===== config.mk =====
export PLATFORM = sky130hd
export DESIGN_NAME = tagged_bcd_field_parser
export DESIGN_NICKNAME = d
export VERILOG_FILES = /design/src/sv/tbfp_pkg.sv /design/src/sv/tagged_bcd_field_parser.sv /design/src/sv/tbfp_front.sv /design/src/sv/tbfp_back.sv
export SDC_FILE = /design/constraint.sdc
export NUM_CORES = 1
export LEC_CHECK = 0
export ABC_AREA = 0
export BUFFER_PORTS_ARGS = -buffer_cell sky130_fd_sc_hd__buf_2
export CORE_MARGIN = 1
export CORE_UTILIZATION = 40
export DETAILED_ROUTE_END_ITERATION = 6
export REMOVE_ABC_BUFFERS = 1
export SYNTH_ARGS = -nofsm -noshare
export SYNTH_HDL_FRONTEND = slang
export SYNTH_SLANG_ARGS = --single-unit

===== constraint.sdc =====
create_clock -name clk_i -period 18.7 [get_ports clk_i]
set_input_delay 1.87 -clock clk_i [delete_from_list [all_inputs] [get_ports clk_i]]
set_output_delay 1.87 -clock clk_i [all_outputs]
set_load 0.01 [all_outputs]

===== src/sv/tbfp_pkg.sv =====
`timescale 1ns / 1ps
// ----------------------------------------------------------------------------
// tbfp_pkg
// Shared types and codes for the tagged BCD field parser.
// ----------------------------------------------------------------------------
package tbfp_pkg;

  localparam int unsigned AmtW   = 40;
  localparam int unsigned PosW   = 16;
  localparam int unsigned RemW   = 14;
  localparam int unsigned CauseW = 3;

  localparam logic [15:0] TagBalFlag   = 16'h3631;
  localparam logic [15:0] TagBalAmt    = 16'h3632;
  localparam logic [15:0] TagPntFlag   = 16'h3633;
  localparam logic [15:0] TagPntAmt    = 16'h3634;
  localparam logic [7:0]  FlagTrueByte = 8'h01;

  localparam logic [AmtW-1:0] AmountMax = 40'd999999999999;

  typedef enum logic [2:0] {
    PH_SIZE_HI,
    PH_SIZE_LO,
    PH_LEN_HI,
    PH_LEN_LO,
    PH_TAG_HI,
    PH_TAG_LO,
    PH_VALUE,
    PH_DRAIN
  } tbfp_phase_e;

  typedef enum logic [CauseW-1:0] {
    CAUSE_SIZE_REACHED = 3'd0,
    CAUSE_EMPTY_FIELD  = 3'd1,
    CAUSE_ZERO_LENGTH  = 3'd2,
    CAUSE_SHORT_LENGTH = 3'd3,
    CAUSE_UNKNOWN_TAG  = 3'd4,
    CAUSE_TRUNCATED    = 3'd5
  } tbfp_cause_e;

  // one queued byte with its last mark and its precomputed class bit
  typedef struct packed {
    logic [7:0] data;
    logic       last;
    logic       is_flag_true;
  } tbfp_item_t;

endpackage


===== src/sv/tagged_bcd_field_parser.sv =====
`timescale 1ns / 1ps
// ----------------------------------------------------------------------------
// tagged_bcd_field_parser
// Parses a tagged BCD response field byte by byte and reports held flags,
// decoded amounts and the reason the parse ended.
//
//   channel | direction | handshake              | payload
//   --------+-----------+------------------------+-------------------------------
//   in      | input     | in_valid_i/in_ready_o  | data_byte_i, last_byte_i
//   out     | output    | out_valid_o/out_ready_i| flags, amounts, end_cause_o
//
// one byte a cycle while no waiting result stalls the parser; a byte reaches
// the parser in the cycle after acceptance and a result appears on the cycle
// after the byte that ends the parse. the two-entry input queue takes up to
// two more bytes while a waiting result stalls the parser, then in_ready_o drops
// until the result goes. reset clears the parse state and the held flags and amounts.
// ----------------------------------------------------------------------------
module tagged_bcd_field_parser (
  input  logic                        clk_i,
  input  logic                        rst_ni,
  input  logic                        in_valid_i,
  output logic                        in_ready_o,
  input  logic [7:0]                  data_byte_i,
  input  logic                        last_byte_i,
  output logic                        out_valid_o,
  input  logic                        out_ready_i,
  output logic                        balance_flag_o,
  output logic [tbfp_pkg::AmtW-1:0]   balance_amount_o,
  output logic                        point_flag_o,
  output logic [tbfp_pkg::AmtW-1:0]   point_amount_o,
  output logic [tbfp_pkg::CauseW-1:0] end_cause_o
);
  import tbfp_pkg::*;

  tbfp_item_t item;
  logic       item_valid;
  logic       item_ready;

  tbfp_front u_front (
    .clk_i        (clk_i),
    .rst_ni       (rst_ni),
    .in_valid_i   (in_valid_i),
    .in_ready_o   (in_ready_o),
    .data_byte_i  (data_byte_i),
    .last_byte_i  (last_byte_i),
    .item_valid_o (item_valid),
    .item_ready_i (item_ready),
    .item_o       (item)
  );

  tbfp_back u_back (
    .clk_i            (clk_i),
    .rst_ni           (rst_ni),
    .item_valid_i     (item_valid),
    .item_ready_o     (item_ready),
    .item_i           (item),
    .out_valid_o      (out_valid_o),
    .out_ready_i      (out_ready_i),
    .balance_flag_o   (balance_flag_o),
    .balance_amount_o (balance_amount_o),
    .point_flag_o     (point_flag_o),
    .point_amount_o   (point_amount_o),
    .end_cause_o      (end_cause_o)
  );

endmodule


===== src/sv/tbfp_front.sv =====
`timescale 1ns / 1ps
// ----------------------------------------------------------------------------
// tbfp_front
// Input side: takes bytes, tags them and holds them in a two-entry queue.
// ----------------------------------------------------------------------------
module tbfp_front (
  input  logic                clk_i,
  input  logic                rst_ni,
  input  logic                in_valid_i,
  output logic                in_ready_o,
  input  logic [7:0]          data_byte_i,
  input  logic                last_byte_i,
  output logic                item_valid_o,
  input  logic                item_ready_i,
  output tbfp_pkg::tbfp_item_t item_o
);
  import tbfp_pkg::*;

  tbfp_item_t mem_q [2];
  logic       wr_ptr_q, wr_ptr_d;
  logic       rd_ptr_q, rd_ptr_d;
  logic [1:0] cnt_q, cnt_d;
  logic       push, pop;
  tbfp_item_t new_item;

  assign in_ready_o   = (cnt_q != 2'd2);
  assign item_valid_o = (cnt_q != 2'd0);
  assign item_o       = mem_q[rd_ptr_q];

  assign push = in_valid_i & in_ready_o;
  assign pop  = item_valid_o & item_ready_i;

  always_comb begin
    new_item.data         = data_byte_i;
    new_item.last         = last_byte_i;
    new_item.is_flag_true = (data_byte_i == FlagTrueByte);
  end

  always_comb begin
    wr_ptr_d = push ? ~wr_ptr_q : wr_ptr_q;
    rd_ptr_d = pop ? ~rd_ptr_q : rd_ptr_q;
    cnt_d    = cnt_q;
    if (push && !pop) begin
      cnt_d = cnt_q + 2'd1;
    end else if (pop && !push) begin
      cnt_d = cnt_q - 2'd1;
    end
  end

  always_ff @(posedge clk_i or negedge rst_ni) begin
    if (!rst_ni) begin
      wr_ptr_q <= 1'b0;
      rd_ptr_q <= 1'b0;
      cnt_q    <= 2'd0;
    end else begin
      wr_ptr_q <= wr_ptr_d;
      rd_ptr_q <= rd_ptr_d;
      cnt_q    <= cnt_d;
    end
  end

  always_ff @(posedge clk_i) begin
    if (push) begin
      mem_q[wr_ptr_q] <= new_item;
    end
  end

endmodule


===== src/sv/tbfp_back.sv =====
`timescale 1ns / 1ps
// ----------------------------------------------------------------------------
// tbfp_back
// Parser: walks the field one byte a cycle unless a waiting result is not taken, and registers the result.
// ----------------------------------------------------------------------------
module tbfp_back (
  input  logic                          clk_i,
  input  logic                          rst_ni,
  input  logic                          item_valid_i,
  output logic                          item_ready_o,
  input  tbfp_pkg::tbfp_item_t          item_i,
  output logic                          out_valid_o,
  input  logic                          out_ready_i,
  output logic                          balance_flag_o,
  output logic [tbfp_pkg::AmtW-1:0]     balance_amount_o,
  output logic                          point_flag_o,
  output logic [tbfp_pkg::AmtW-1:0]     point_amount_o,
  output logic [tbfp_pkg::CauseW-1:0]   end_cause_o
);
  import tbfp_pkg::*;

  // bcd length with the digit string cut at the first non-digit nibble
  function automatic logic [RemW-1:0] decode_length(input logic [7:0] hi,
                                                    input logic [7:0] lo);
    logic [RemW-1:0] n0, n1, n2, n3;
    logic [RemW-1:0] v;
    n0 = RemW'(hi[7:4]);
    n1 = RemW'(hi[3:0]);
    n2 = RemW'(lo[7:4]);
    n3 = RemW'(lo[3:0]);
    if (hi[7:4] > 4'd9) begin
      v = '0;
    end else if (hi[3:0] > 4'd9) begin
      v = n0;
    end else if (lo[7:4] > 4'd9) begin
      v = RemW'(n0 * 10 + n1);
    end else if (lo[3:0] > 4'd9) begin
      v = RemW'(n0 * 100 + n1 * 10 + n2);
    end else begin
      v = RemW'(n0 * 1000 + n1 * 100 + n2 * 10 + n3);
    end
    return v;
  endfunction

  // two digits at once; clamping once at the end matches per-digit clamping
  function automatic logic [AmtW-1:0] bcd_step(input logic [AmtW-1:0] acc,
                                               input logic [7:0] b);
    logic [AmtW+6:0] wide;
    logic [AmtW+6:0] t;
    logic [AmtW+6:0] hi10;
    wide = (AmtW+7)'(acc);
    hi10 = ((AmtW+7)'(b[7:4]) << 3) + ((AmtW+7)'(b[7:4]) << 1);
    t    = (wide << 6) + (wide << 5) + (wide << 2) + hi10 + (AmtW+7)'(b[3:0]);
    if (t > (AmtW+7)'(AmountMax)) begin
      return AmountMax;
    end
    return t[AmtW-1:0];
  endfunction

  tbfp_phase_e     phase_q, phase_d;
  logic [PosW-1:0] pos_q, pos_d, pos_inc;
  logic [PosW-1:0] size_q, size_d;
  logic [RemW-1:0] rem_q, rem_d, len;
  logic [15:0]     tag_q, tag_d;
  logic [AmtW-1:0] acc_q, acc_d;
  logic            bal_flag_q, bal_flag_d;
  logic [AmtW-1:0] bal_amt_q, bal_amt_d;
  logic            pnt_flag_q, pnt_flag_d;
  logic [AmtW-1:0] pnt_amt_q, pnt_amt_d;

  logic            out_valid_q;
  logic            res_bal_flag_q, res_pnt_flag_q;
  logic [AmtW-1:0] res_bal_amt_q, res_pnt_amt_q;
  tbfp_cause_e     res_cause_q;

  logic            fire;
  logic            done;
  tbfp_cause_e     cause;
  logic            finish;
  logic            known_tag;

  assign item_ready_o = !out_valid_q || out_ready_i;
  assign fire         = item_valid_i && item_ready_o;
  assign pos_inc      = (pos_q == '1) ? pos_q : pos_q + 1'b1;
  assign len          = decode_length(tag_q[7:0], item_i.data);
  assign known_tag    = {tag_q[15:8], item_i.data} inside
                        {TagBalFlag, TagBalAmt, TagPntFlag, TagPntAmt};

  always_comb begin
    phase_d    = phase_q;
    pos_d      = pos_q;
    size_d     = size_q;
    rem_d      = rem_q;
    tag_d      = tag_q;
    acc_d      = acc_q;
    bal_flag_d = bal_flag_q;
    bal_amt_d  = bal_amt_q;
    pnt_flag_d = pnt_flag_q;
    pnt_amt_d  = pnt_amt_q;
    done       = 1'b0;
    cause      = CAUSE_SIZE_REACHED;
    finish     = 1'b0;

    if (fire) begin
      if (phase_q == PH_DRAIN) begin
        if (item_i.last) begin
          phase_d = PH_SIZE_HI;
          pos_d   = '0;
        end
      end else begin
        pos_d = pos_inc;
        case (phase_q)
          PH_SIZE_HI: begin
            size_d  = {item_i.data, 8'h00};
            phase_d = PH_SIZE_LO;
          end
          PH_SIZE_LO: begin
            size_d = {size_q[15:8], item_i.data};
            if ({size_q[15:8], item_i.data} == 16'h0000) begin
              done  = 1'b1;
              cause = CAUSE_EMPTY_FIELD;
            end else begin
              phase_d = PH_LEN_HI;
            end
          end
          PH_LEN_HI: begin
            tag_d   = {8'h00, item_i.data};
            phase_d = PH_LEN_LO;
          end
          PH_LEN_LO: begin
            if (len == '0) begin
              done  = 1'b1;
              cause = CAUSE_ZERO_LENGTH;
            end else if (len == RemW'(1)) begin
              done  = 1'b1;
              cause = CAUSE_SHORT_LENGTH;
            end else begin
              rem_d   = len - RemW'(2);
              phase_d = PH_TAG_HI;
            end
          end
          PH_TAG_HI: begin
            tag_d   = {item_i.data, 8'h00};
            phase_d = PH_TAG_LO;
          end
          PH_TAG_LO: begin
            tag_d = {tag_q[15:8], item_i.data};
            if (!known_tag) begin
              done  = 1'b1;
              cause = CAUSE_UNKNOWN_TAG;
            end else begin
              acc_d = '0;
              if (rem_q == '0) begin
                finish = 1'b1;
              end else begin
                phase_d = PH_VALUE;
              end
            end
          end
          default: begin
            if (tag_q == TagBalFlag) begin
              bal_flag_d = item_i.is_flag_true;
              tag_d      = '0;
            end else if (tag_q == TagPntFlag) begin
              pnt_flag_d = item_i.is_flag_true;
              tag_d      = '0;
            end else if (tag_q == TagBalAmt || tag_q == TagPntAmt) begin
              acc_d = bcd_step(acc_q, item_i.data);
            end
            if (rem_q > RemW'(1) || rem_q == '0) begin
              rem_d = (rem_q == '0) ? rem_q : rem_q - RemW'(1);
              if (rem_q == '0) begin
                finish = 1'b1;
              end
            end else begin
              rem_d  = '0;
              finish = 1'b1;
            end
          end
        endcase

        // end of a whole block: commit amount, then check the size
        if (finish) begin
          if (tag_d == TagBalAmt) begin
            bal_amt_d = acc_d;
          end else if (tag_d == TagPntAmt) begin
            pnt_amt_d = acc_d;
          end
          if (pos_inc >= size_q) begin
            done  = 1'b1;
            cause = CAUSE_SIZE_REACHED;
          end else begin
            phase_d = PH_LEN_HI;
          end
        end

        if (!done && item_i.last) begin
          done  = 1'b1;
          cause = CAUSE_TRUNCATED;
        end

        if (done) begin
          if (item_i.last) begin
            phase_d = PH_SIZE_HI;
            pos_d   = '0;
          end else begin
            phase_d = PH_DRAIN;
          end
        end
      end
    end
  end

  always_ff @(posedge clk_i or negedge rst_ni) begin
    if (!rst_ni) begin
      phase_q    <= PH_SIZE_HI;
      pos_q      <= '0;
      size_q     <= '0;
      rem_q      <= '0;
      tag_q      <= '0;
      acc_q      <= '0;
      bal_flag_q <= 1'b0;
      bal_amt_q  <= '0;
      pnt_flag_q <= 1'b0;
      pnt_amt_q  <= '0;
      out_valid_q <= 1'b0;
    end else begin
      phase_q    <= phase_d;
      pos_q      <= pos_d;
      size_q     <= size_d;
      rem_q      <= rem_d;
      tag_q      <= tag_d;
      acc_q      <= acc_d;
      bal_flag_q <= bal_flag_d;
      bal_amt_q  <= bal_amt_d;
      pnt_flag_q <= pnt_flag_d;
      pnt_amt_q  <= pnt_amt_d;
      if (fire && done) begin
        out_valid_q <= 1'b1;
      end else if (out_ready_i) begin
        out_valid_q <= 1'b0;
      end
    end
  end

  // result payload
  always_ff @(posedge clk_i) begin
    if (fire && done) begin
      res_bal_flag_q <= bal_flag_d;
      res_bal_amt_q  <= bal_amt_d;
      res_pnt_flag_q <= pnt_flag_d;
      res_pnt_amt_q  <= pnt_amt_d;
      res_cause_q    <= cause;
    end
  end

  assign out_valid_o      = out_valid_q;
  assign balance_flag_o   = res_bal_flag_q;
  assign balance_amount_o = res_bal_amt_q;
  assign point_flag_o     = res_pnt_flag_q;
  assign point_amount_o   = res_pnt_amt_q;
  assign end_cause_o      = res_cause_q;

endmodule


==> results_dict.tcl, run 1 <==
set metrics [dict create \
    async_flop_share_pct 64.6 \
    synth.top_cell.area_share_pct 22.8 \
    cts_hold_buf 0 \
    rrSetupSlack_ns 9.91 \
    hp-start "u_back.bal_amt_q[6]$_DFF_PN0_" \
    gp_congestion 0.944 \
    cts_tree "yes" \
    crit_path_max_incr_delay_ns 0.79 \
    rr_worst_depth 22 \
    path_cells "mux2i_2 > inv_1 > ha_1 > ha_1 > ha_1 > a21oi_1 > xnor2_1 > fa_1 > inv_1 > ha_1 > ha_1 > a21oi_1 > o21bai_1 > a2111oi_0 > nor3_1 > xor2_1 > o221ai_1 > nand4_1 > nor3_1 > a21oi_1 > a21oi_4 > buf_4" \
    worst_path_max_delay_cell "buf_4" \
    coreArea_mm2 0.0517 \
    grt_setup_unrepaired "no" \
    drtIter0Drc 1551 \
    antenna_cells 0 \
    die-height_um 232 \
    cts_setup_buffers 0 \
    finalHoldViolCount 0 \
    wl_per_cell_um 21.3 \
    synth.area.top_cells "dfrtp_1, edfxtp_1, ha_1" \
    crit_path_max_fanout 80 \
    die_width_um 232 \
    post_cts_resized 0 \
    clock.fmax_ghz 0.114 \
    p_per_area_mw_per_mm2 180 \
    drcViolationCount 0 \
    slew_headroom_pct 11.7 \
    yosysMostFrequentCell "nand2_1" \
    clk_pin_slew_ns 0.06 \
    min_path_cells 2 \
    slew_violations 0 \
    grt_usage_pct 23.4 \
    yosys.area.top_type "dfrtp_1" \
    dp_cells 2871 \
    r2r-end "u_back.balance_amount_o[1]$_DFFE_PP_" \
    clock-sinks 297 \
    start_util_pct 40.8 \
    p_leak_nw 10.5 \
    worst_pin_slew_ns 1.31 \
    synth_warnings 0 \
    synth_common_cells "nand2_1, ha_1, dfrtp_1, nor2_1, o21ai_0" \
    status "completed" \
    cts_root_buffer "clkbuf_16" \
    grt_pass1_vias 17038 \
    cp_common_cell "ha_1" \
    fillers 4954 \
    setup_tns_ns 0 \
    ios 100 \
    hp-class "flip-flop to flip-flop" \
    worstSetupEndpointType "flip-flop" \
    die_area_mm2 0.0537 \
    antenna_found_initial 0 \
    numCtsBuffers 35 \
    syn_area_mm2 0.0211 \
    cts_buffer_depth 3 \
    yosysSeqAreaShare_pct 37.7 \
    setup_viol 0 \
    clkLatencyLatePin_ns 0.57 \
    synth_cells 2165 \
    grt_start_max_net_pins 81 \
    drt-total-wl_um 62500 \
    syn_avg_cell_area_um2 9.75 \
    peakVddDrop_mv 0.221 \
    ant_nets 0 \
    placed_cell_area_mm2 0.0223 \
    grt_overflow_total 0 \
    multi_input_area_mm2 0.0124 \
    synth-edff-count 105 \
    layout.nets 2500 \
    worstSetupPathType "flip-flop to flip-flop" \
    seq_area_mm2 0.00796 \
    grt_pass1_wl_um 98300 \
    finClkSkew_ns 0.0378 \
    p_total_mw 4.23 \
    area_growth_pct 11.2 \
    worstPathRequired_ns 18.86 \
    hold_end "u_back.bal_amt_q[6]$_DFF_PN0_" \
    num_vias 17357 \
    num_rows 83 \
    synth_ff_type "dfrtp_1" \
    dr.pass1.iters 5 \
    cts-htree-levels 2 \
    finalNonFillerCells 2935 \
    cp-startpoint "u_front.rd_ptr_q$_DFFE_PN0P_" \
    synth_cell_types 100 \
    drive_gt1_share_pct 9.98 \
    post-dp-hpwl_um 46500 \
    period_needed_ns 8.79 \
    numPortBuffers 99 \
    reg2reg_from "u_front.rd_ptr_q$_DFFE_PN0P_" \
    cap_viol_max_count 0 \
    worstSetupStartpointType "flip-flop" \
    period_share_pct 47.0 \
    viasPerCell 5.91 \
    fin_area_mm2 0.0235 \
    critPathArrivalTime_ns 8.95 \
    synth-seq-cells 297 \
]
==> power by group <==
group          internal [mW]  switching [mW]
Sequential             0.818          0.0976
Clock                  0.432           0.289
Combinational           1.02            1.58
==> cell families after synthesis <==
kind of cell             after synthesis  synth area share, %
adder cells (fa/ha/maj)              260                 17.7
flip-flops                           297                 37.7
AO/OA/AOI/OAI                        629                 20.3
buffers and inverters                201                 3.74
XOR/XNOR                              99                 4.31
AND/OR/NAND/NOR                      657                 15.1
multiplexers                          22                 1.13
==> critical path: cells and delay by family, from the launching register on <==
family                   cells  cell delay [ns]
AO/OA/AOI/OAI                7             2.18
XOR/XNOR                     2             0.30
flip-flops                   1             0.76
AND/OR/NAND/NOR              3             1.03
buffers and inverters        3             1.23
adder cells (fa/ha/maj)      6             1.98
multiplexers                 1             0.65
==> worst max path at each step <==
stage,endpoint,cells after the start
6_report,u_back.balance_amount_o[1]$_DFFE_PP_,22
5_1_grt,u_back.balance_amount_o[1]$_DFFE_PP_,22
4_1_cts,u_back.balance_amount_o[12]$_DFFE_PP_,22
3_5_place_dp,u_back.point_amount_o[21]$_DFFE_PP_,22
3_3_place_gp,u_back.balance_amount_o[30]$_DFFE_PP_,21
2_1_floorplan,u_back.balance_amount_o[0]$_DFFE_PP_,20
==> per-layer routing <==
metal,up-vias,routed length [um],global-route usage (%)
li1,8164,-,-
met1,8539,27800,31.8
met2,559,29900,38.9
met3,95,3370,3.24
met4,0,1370,6.04
met5,-,0,0
==> cells in the final DEF, fill, tap and decap left out, types with 9 or more instances in the layout <==
| cell type | synthesis | final |
|---|---|---|
| a2111oi_0 | 36 | 34 |
| a211oi_1 | 10 | 10 |
| a21o_1 | 33 | 33 |
| a21oi_1 | 127 | 126 |
| a22o_1 | 24 | 24 |
| a31oi_1 | 39 | 39 |
| a32o_1 | 14 | 14 |
| and2_1 | 11 | 11 |
| and3_1 | 15 | 15 |
| buf_2 | 13 | 100 |
| buf_4 | 1 | 21 |
| clkbuf_16 | 0 | 36 |
| dfrtp_1 | 192 | 192 |
| edfxtp_1 | 105 | 105 |
| fa_1 | 65 | 65 |
| ha_1 | 194 | 194 |
| inv_1 | 103 | 103 |
| mux2i_1 | 12 | 12 |
| nand2_1 | 232 | 232 |
| nand2b_1 | 19 | 19 |
| nand3_1 | 46 | 45 |
| nand4_1 | 33 | 33 |
| nor2_1 | 146 | 146 |
| nor2b_1 | 14 | 14 |
| nor3_1 | 48 | 47 |
| nor4_1 | 13 | 12 |
| o2111ai_1 | 9 | 9 |
| o211ai_1 | 14 | 14 |
| o21a_1 | 17 | 17 |
| o21ai_0 | 132 | 132 |
| o21bai_1 | 15 | 15 |
| o22ai_1 | 9 | 9 |
| o31ai_1 | 64 | 64 |
| or3_1 | 12 | 12 |
| or4_1 | 18 | 18 |
| xnor2_1 | 55 | 55 |
| xor2_1 | 41 | 41 |
==> sequential cells by signal (all words and copies together) (netlist names), 2 cells and up <==
signal and count:
u_back.size_q 16, u_back.acc_q 40, u_front.mem_q 20, u_back.rem_q 14, u_back.pos_q 16, u_back.bal_amt_q 40, u_back.end_cause_o 3, u_back.balance_amount_o 40
u_front.cnt_q 2, u_back.tag_q 16, u_back.point_amount_o 40, u_back.pnt_amt_q 40, u_back.phase_q 3
==> final cells by class <==
class | instances | area share (%)
inverter | 105 | 1.68
multi-input combinational | 1667 | 52.8
tap | 680 | 3.63
sequential | 297 | 33.9
timing repair buffer | 122 | 2.86
clock buffer | 47 | 4.23
clock inverter | 17 | 0.906
==> metrics by stage <==
step / worst slack, ns / utilization (%) / hold WS (ns)
after CTS: 10.04 / 45.4 / 0.476
final: 9.91 / 45.4 / 0.474
after floorplan: 8.06 / - / 0.441
after global placement: 10.09 / 43.0 / 0.455
after global routing: 9.45 / 45.4 / 0.501
after detailed placement: 10.06 / 43.1 / 0.461
Power figures use the tool's default switching activity.
==> inputs of run 2 (changes only) <==
- ABC_AREA: 0 -> 1
- clock period: 18.7 -> 7.7 ns (I/O delays scaled with it)
==> run 2 against run 1 <==
  * Flip-flop and latch count did not move
  * Clock power rose by 140%
  * Sequential power rose to 2.6 times the previous value
  * Critical path depth rose by 9
  * Wire length rose by 4.1%
  * Die area rose by 9.4%
  * Power rose to 2.7 times the previous value
  * Fmax rose by 29%
  * Clock-buffer cell count fell by 1
  * Critical endpoint is now u_back.balance_amount_o[14]$_DFFE_PP_
  * Register-to-register slack got worse by 9.0 ns
  * Utilization fell by 0.23 points
  * Worst hold slack got worse by 0.21 ns
==> results_dict.tcl, run 2 <==
set metrics [dict create \
    clkLatencyLatePin_ns 0.57 \
    die_width_um 242 \
    hp-class "input port to asynchronous set/reset pin" \
    synth.area.top_cells "dfrtp_1, nand2_1, edfxtp_1" \
    finalHoldViolCount 0 \
    cap_viol_max_count 0 \
    layout_common_cells "nand2_1, inv_1, nor2_1" \
    p_leak_nw 13.9 \
    worstPathRequired_ns 7.92 \
    worstSetupPathType "flip-flop to flip-flop" \
    period_share_pct 88.5 \
    period_needed_ns 6.82 \
    cts-htree-levels 2 \
    cts_root_buffer "clkbuf_16" \
    combPwrFrac_pct 64.5 \
    power_frac_clock_pct 14.8 \
    drt-total-wl_um 65000 \
    num_rows 87 \
    fillers 5797 \
    status "completed" \
    cts_buffer_depth 3 \
    yosys.area.top_type "dfrtp_1" \
    die-height_um 242 \
    grt_pass1_vias 19128 \
    syn_area_mm2 0.0231 \
    seq_area_mm2 0.00796 \
    dpl_worst_slack_ns 0.911 \
    slew_headroom_pct 27.0 \
    coreArea_mm2 0.0567 \
    yosysSeqAreaShare_pct 34.4 \
    ant_nets 0 \
    cts_tree "yes" \
    area_growth_pct 10.8 \
    syn_avg_cell_area_um2 7.42 \
    grt_overflow_total 0 \
    switching_share_pct 51.5 \
    layout.nets 3486 \
    antenna_found_initial 0 \
    synth_cell_types 59 \
    drtIter0Drc 1334 \
    p_switching_mw 5.93 \
    synth.top_cell.area_share_pct 20.8 \
    p_int_mw 5.57 \
    yosysMostFrequentCell "nand2_1" \
    numPortBuffers 99 \
    synth-edff-count 105 \
    critPathArrivalTime_ns 7.03 \
    grt_usage_pct 22.3 \
    drive_gt1_share_pct 7.68 \
    ios 100 \
    synth-seq-cells 297 \
    num_vias 19847 \
    multi_input_area_mm2 0.0130 \
    synth_ff_type "dfrtp_1" \
    post_cts_resized 0 \
    clk_pin_slew_ns 0.06 \
    post-dp-hpwl_um 50300 \
    gp_congestion 0.957 \
    setup_viol 0 \
    worst_pin_slew_ns 1.09 \
    finClkSkew_ns 0.0316 \
    grt_start_max_net_pins 86 \
    die_area_mm2 0.0588 \
    setup_slack_ns 0.884 \
    grt_pass1_wl_um 104000 \
    synth_common_cells "nand2_1, inv_1, nor2_1, ha_1, dfrtp_1" \
    viasPerCell 4.96 \
    grt_setup_unrepaired "no" \
    drcViolationCount 0 \
    numCtsBuffers 37 \
    antenna_cells 0 \
    cts_setup_buffers 0 \
    worst_path_max_delay_cell "dfrtp_1" \
    worstSetupStartpointType "flip-flop" \
    p_per_area_mw_per_mm2 449 \
    dr.pass1.iters 7 \
    clock.fmax_ghz 0.147 \
    wl_per_cell_um 16.3 \
    crit_path_max_fanout 47 \
    cts_hold_buf 0 \
    synth_warnings 0 \
    start_util_pct 40.8 \
    crit_path_max_incr_delay_ns 0.73 \
    power_frac_seq_pct 20.6 \
    slew_violations 0 \
    mostFrequentLayoutCell "nand2_1" \
    peakVddDrop_mv 0.279 \
    hold_slack_ns 0.263 \
    synth_cells 3117 \
    clock-sinks 297 \
    async_flop_share_pct 64.6 \
    fin_util_pct 45.2 \
    worstSetupEndpointType "flip-flop" \
]
## run 2: worst paths after layout
path,start,endpoint,slack [ns],cells past startpoint
hold / removal,rst_ni,u_back.pnt_amt_q[33]$_DFF_PN0_,0.26,1
setup reg to reg,u_front.rd_ptr_q$_DFFE_PN0P_,u_back.balance_amount_o[14]$_DFFE_PP_,0.88,31
max in group asynchronous,rst_ni,u_back.bal_amt_q[13]$_DFF_PN0_,6.06,2
setup / recovery,u_front.rd_ptr_q$_DFFE_PN0P_,u_back.balance_amount_o[14]$_DFFE_PP_,0.88,31
min in group clk_i,last_byte_i,u_front.mem_q[0][1]$_DFFE_PP_,0.40,1
hold reg to reg,u_back.bal_amt_q[23]$_DFF_PN0_,u_back.bal_amt_q[23]$_DFF_PN0_,0.47,2
## run 2: final cells by class
cell class / count / area share [%]
clock buffers: 46 / 3.83
clock inverters: 21 / 0.762
inverters: 500 / 7.38
multi-input cells: 2258 / 50.6
flip-flops and latches: 297 / 31.1
well taps: 756 / 3.69
repair buffers: 120 / 2.68
## run 2: power groups by stage
stage | clock (mW) | sequential [mW] | combinational [mW]
after detailed placement | 0 | 2.41 | 7.36
final | 1.71 | 2.37 | 7.42
after global routing | 1.81 | 2.43 | 8.35
after floorplan | 0 | 2.42 | 5.13
after CTS | 1.75 | 2.38 | 7.41
after global placement | 0 | 2.41 | 7.37
## run 2: kinds of logic (layout without fill, tap and decap cells)
family / after synthesis / in the layout / synth area share, %
AO/OA/AOI/OAI: 320 / 320 / 7.86
XOR/XNOR: 69 / 69 / 2.61
adder cells (fa/ha/maj): 259 / 259 / 16.1
buffers and inverters: 562 / 687 / 9.69
flip-flops: 297 / 297 / 34.4
multiplexers: 2 / 2 / 0.0866
AND/OR/NAND/NOR: 1608 / 1608 / 29.2
## run 2: metal layers
layer,up-vias,GRT usage (%),share of wire (%)
met5,-,0,0
met4,0,6.14,2.5
met1,9255,30.1,46
met2,405,37.1,47
met3,91,3.29,4.7
li1,10096,-,-
## run 2: metrics by stage
stage	cells	instance area, um^2	setup TNS, ns	total power [mW]
finish	3998	25600	0	11.5
global route	3998	25600	0	12.6
CTS	3998	25600	0	11.5
detailed placement	3931	24400	0	9.77
global placement	3931	24400	0	9.78
floorplan	3055	22800	-38.38	7.55
## run 2: worst max-delay path, delay by kind of cell (launching register included)
kind | cells | cell delay, ns
fa+ha+maj | 5 | 1.41
flops | 1 | 0.73
simple gates | 13 | 1.99
buf+inv | 8 | 1.52
xor+xnor | 1 | 0.28
compound gates | 4 | 0.49
==> inputs of run 3 (changes only) <==
- MAX_ROUTING_LAYER: unset -> met4
- PLACE_DENSITY: unset -> 0.64
==> run 3 against run 2 <==
  * Clock-buffer cell count fell by 2
  * Cell count did not move
  * Combinational power fell by 2%
  * Critical endpoint is now u_back.balance_amount_o[6]$_DFFE_PP_
==> results_dict.tcl, run 3 (synthesized netlist as in run 2, its figures left out) <==
set metrics [dict create \
    slew_headroom_pct 18.9 \
    numPortBuffers 99 \
    setup_slack_ns 0.847 \
    grt_overflow_total 0 \
    layout_common_cells "nand2_1, inv_1, nor2_1" \
    dpl_worst_slack_ns 0.881 \
    power_frac_clock_pct 15.3 \
    p_leak_nw 13.9 \
    clk_pin_slew_ns 0.06 \
    mostFrequentLayoutCell "nand2_1" \
    fillers 5775 \
    ant_nets 0 \
    post-dp-hpwl_um 49500 \
    cts-htree-levels 2 \
    p_switching_mw 5.80 \
    grt_setup_unrepaired "no" \
    num_rows 87 \
    period_share_pct 89.0 \
    multi_input_area_mm2 0.0130 \
    worstSetupEndpointType "flip-flop" \
    cts_setup_buffers 0 \
    status "completed" \
    p_total_mw 11.4 \
    clock.fmax_ghz 0.146 \
    r2r-end "u_back.balance_amount_o[6]$_DFFE_PP_" \
    viasPerCell 4.97 \
    cp_common_cell "nand2_1" \
    dp_cells 3934 \
    clock-sinks 297 \
    start_util_pct 40.8 \
    drt-total-wl_um 63700 \
    antenna_found_initial 0 \
    switching_share_pct 50.9 \
    grt_usage_pct 22.7 \
    die_width_um 242 \
    finalNonFillerCells 3998 \
    grt_pass1_wl_um 104000 \
    dr.pass1.iters 7 \
    hold_slack_ns 0.266 \
    crit_path_max_fanout 26 \
    antenna_cells 0 \
    p_per_area_mw_per_mm2 444 \
    crit_path_max_incr_delay_ns 0.61 \
    cts_hold_buf 0 \
    coreArea_mm2 0.0567 \
    area_growth_pct 10.9 \
    wl_per_cell_um 15.9 \
    worstSetupStartpointType "flip-flop" \
    grt_start_max_net_pins 98 \
    die_area_mm2 0.0588 \
    reg2reg_from "u_front.rd_ptr_q$_DFFE_PN0P_" \
    drive_gt1_share_pct 7.74 \
    gp_congestion 0.963 \
    clkLatencyLatePin_ns 0.56 \
    finalHoldViolCount 0 \
    cts_tree "yes" \
    finClkSkew_ns 0.0215 \
    seq_area_mm2 0.00796 \
    hp-class "input port to asynchronous set/reset pin" \
    setup_tns_ns 0 \
    cap_viol_max_count 0 \
    post_cts_resized 0 \
    drcViolationCount 0 \
    rr_worst_depth 34 \
    cts_buffer_depth 3 \
    rrSetupSlack_ns 0.85 \
    worstSetupPathType "flip-flop to flip-flop" \
    p_int_mw 5.59 \
    worst_pin_slew_ns 1.21 \
    worst_path_max_delay_cell "dfrtp_1" \
    numCtsBuffers 35 \
    drtIter0Drc 1332 \
    setup_viol 0 \
    die-height_um 242 \
    layout.nets 3487 \
    grt_pass1_vias 18944 \
    num_vias 19863 \
    period_needed_ns 6.85 \
    critPathArrivalTime_ns 7.15 \
    worstPathRequired_ns 7.99 \
    ios 100 \
    slew_violations 0 \
    peakVddDrop_mv 0.369 \
    power_frac_seq_pct 20.7 \
    combPwrFrac_pct 64.0 \
    cts_root_buffer "clkbuf_16" \
]
-- run 3: cell count changes in the layout (fill, tap and decap cells not counted), sizes merged --
cell,before,now
clkbuf,47,45
clkinvlp,3,0
buf,119,122
bufinv,3,6
clkinv,13,12
-- run 3: layout make-up --
| type | instances | share of cell area [%] |
|---|---|---|
| multi-input cells | 2258 | 50.5 |
| flip-flops and latches | 297 | 31.0 |
| inverters | 500 | 7.37 |
| well taps | 756 | 3.69 |
| clock buffers | 44 | 3.62 |
| repair buffers | 123 | 2.77 |
| clock inverters | 20 | 1.03 |
-- run 3: power by group through the flow --
stage	Clock, mW	Combinational, mW	Sequential (mW)
floorplan	0	5.13	2.42
global placement	0	7.19	2.39
detailed placement	0	7.18	2.39
CTS	1.79	7.25	2.37
global route	1.85	8.27	2.41
finish	1.75	7.29	2.36
-- run 3: worst max-delay path by stage --
| stage | startpoint | end | slack [ns] | depth (start not counted) |
|---|---|---|---|---|
| after floorplan | out_ready_i | u_back.balance_amount_o[0]$_DFFE_PP_ | -0.51 | 8 |
| after global routing | u_front.rd_ptr_q$_DFFE_PN0P_ | u_back.balance_amount_o[6]$_DFFE_PP_ | 0.29 | 32 |
| final | u_front.rd_ptr_q$_DFFE_PN0P_ | u_back.balance_amount_o[6]$_DFFE_PP_ | 0.85 | 34 |
| after CTS | u_front.rd_ptr_q$_DFFE_PN0P_ | u_back.balance_amount_o[6]$_DFFE_PP_ | 0.87 | 32 |
| after global placement | u_front.rd_ptr_q$_DFFE_PN0P_ | u_back.balance_amount_o[6]$_DFFE_PP_ | 1.02 | 34 |
| after detailed placement | u_front.rd_ptr_q$_DFFE_PN0P_ | u_back.balance_amount_o[6]$_DFFE_PP_ | 0.88 | 32 |
-- run 3: critical path, delay by kind of cell, from the launching register on --
family / cells / cell delay (ns)
and+or+nand+nor: 23 / 2.52
adders and majority gates: 4 / 1.61
buffers and inverters: 4 / 0.79
AOI/OAI and AO/OA: 2 / 0.71
DFF: 1 / 0.61
xor gates and xnor gates: 1 / 0.31
-- run 3: per-stage QoR --
stage	cell area (um^2)	utilization, %
3_5_place_dp	24500	43.1
2_1_floorplan	22800	-
3_3_place_gp	24500	43.1
5_1_grt	25600	45.2
4_1_cts	25600	45.2
6_report	25600	45.2
-- run 3: layer usage --
metal	wire length, um	vias up	GRT usage [%]
li1	-	10101	-
met1	29500	9167	30.6
met2	29600	496	36.1
met3	3020	99	2.46
met4	1560	0	6.11
met5	0	-	-
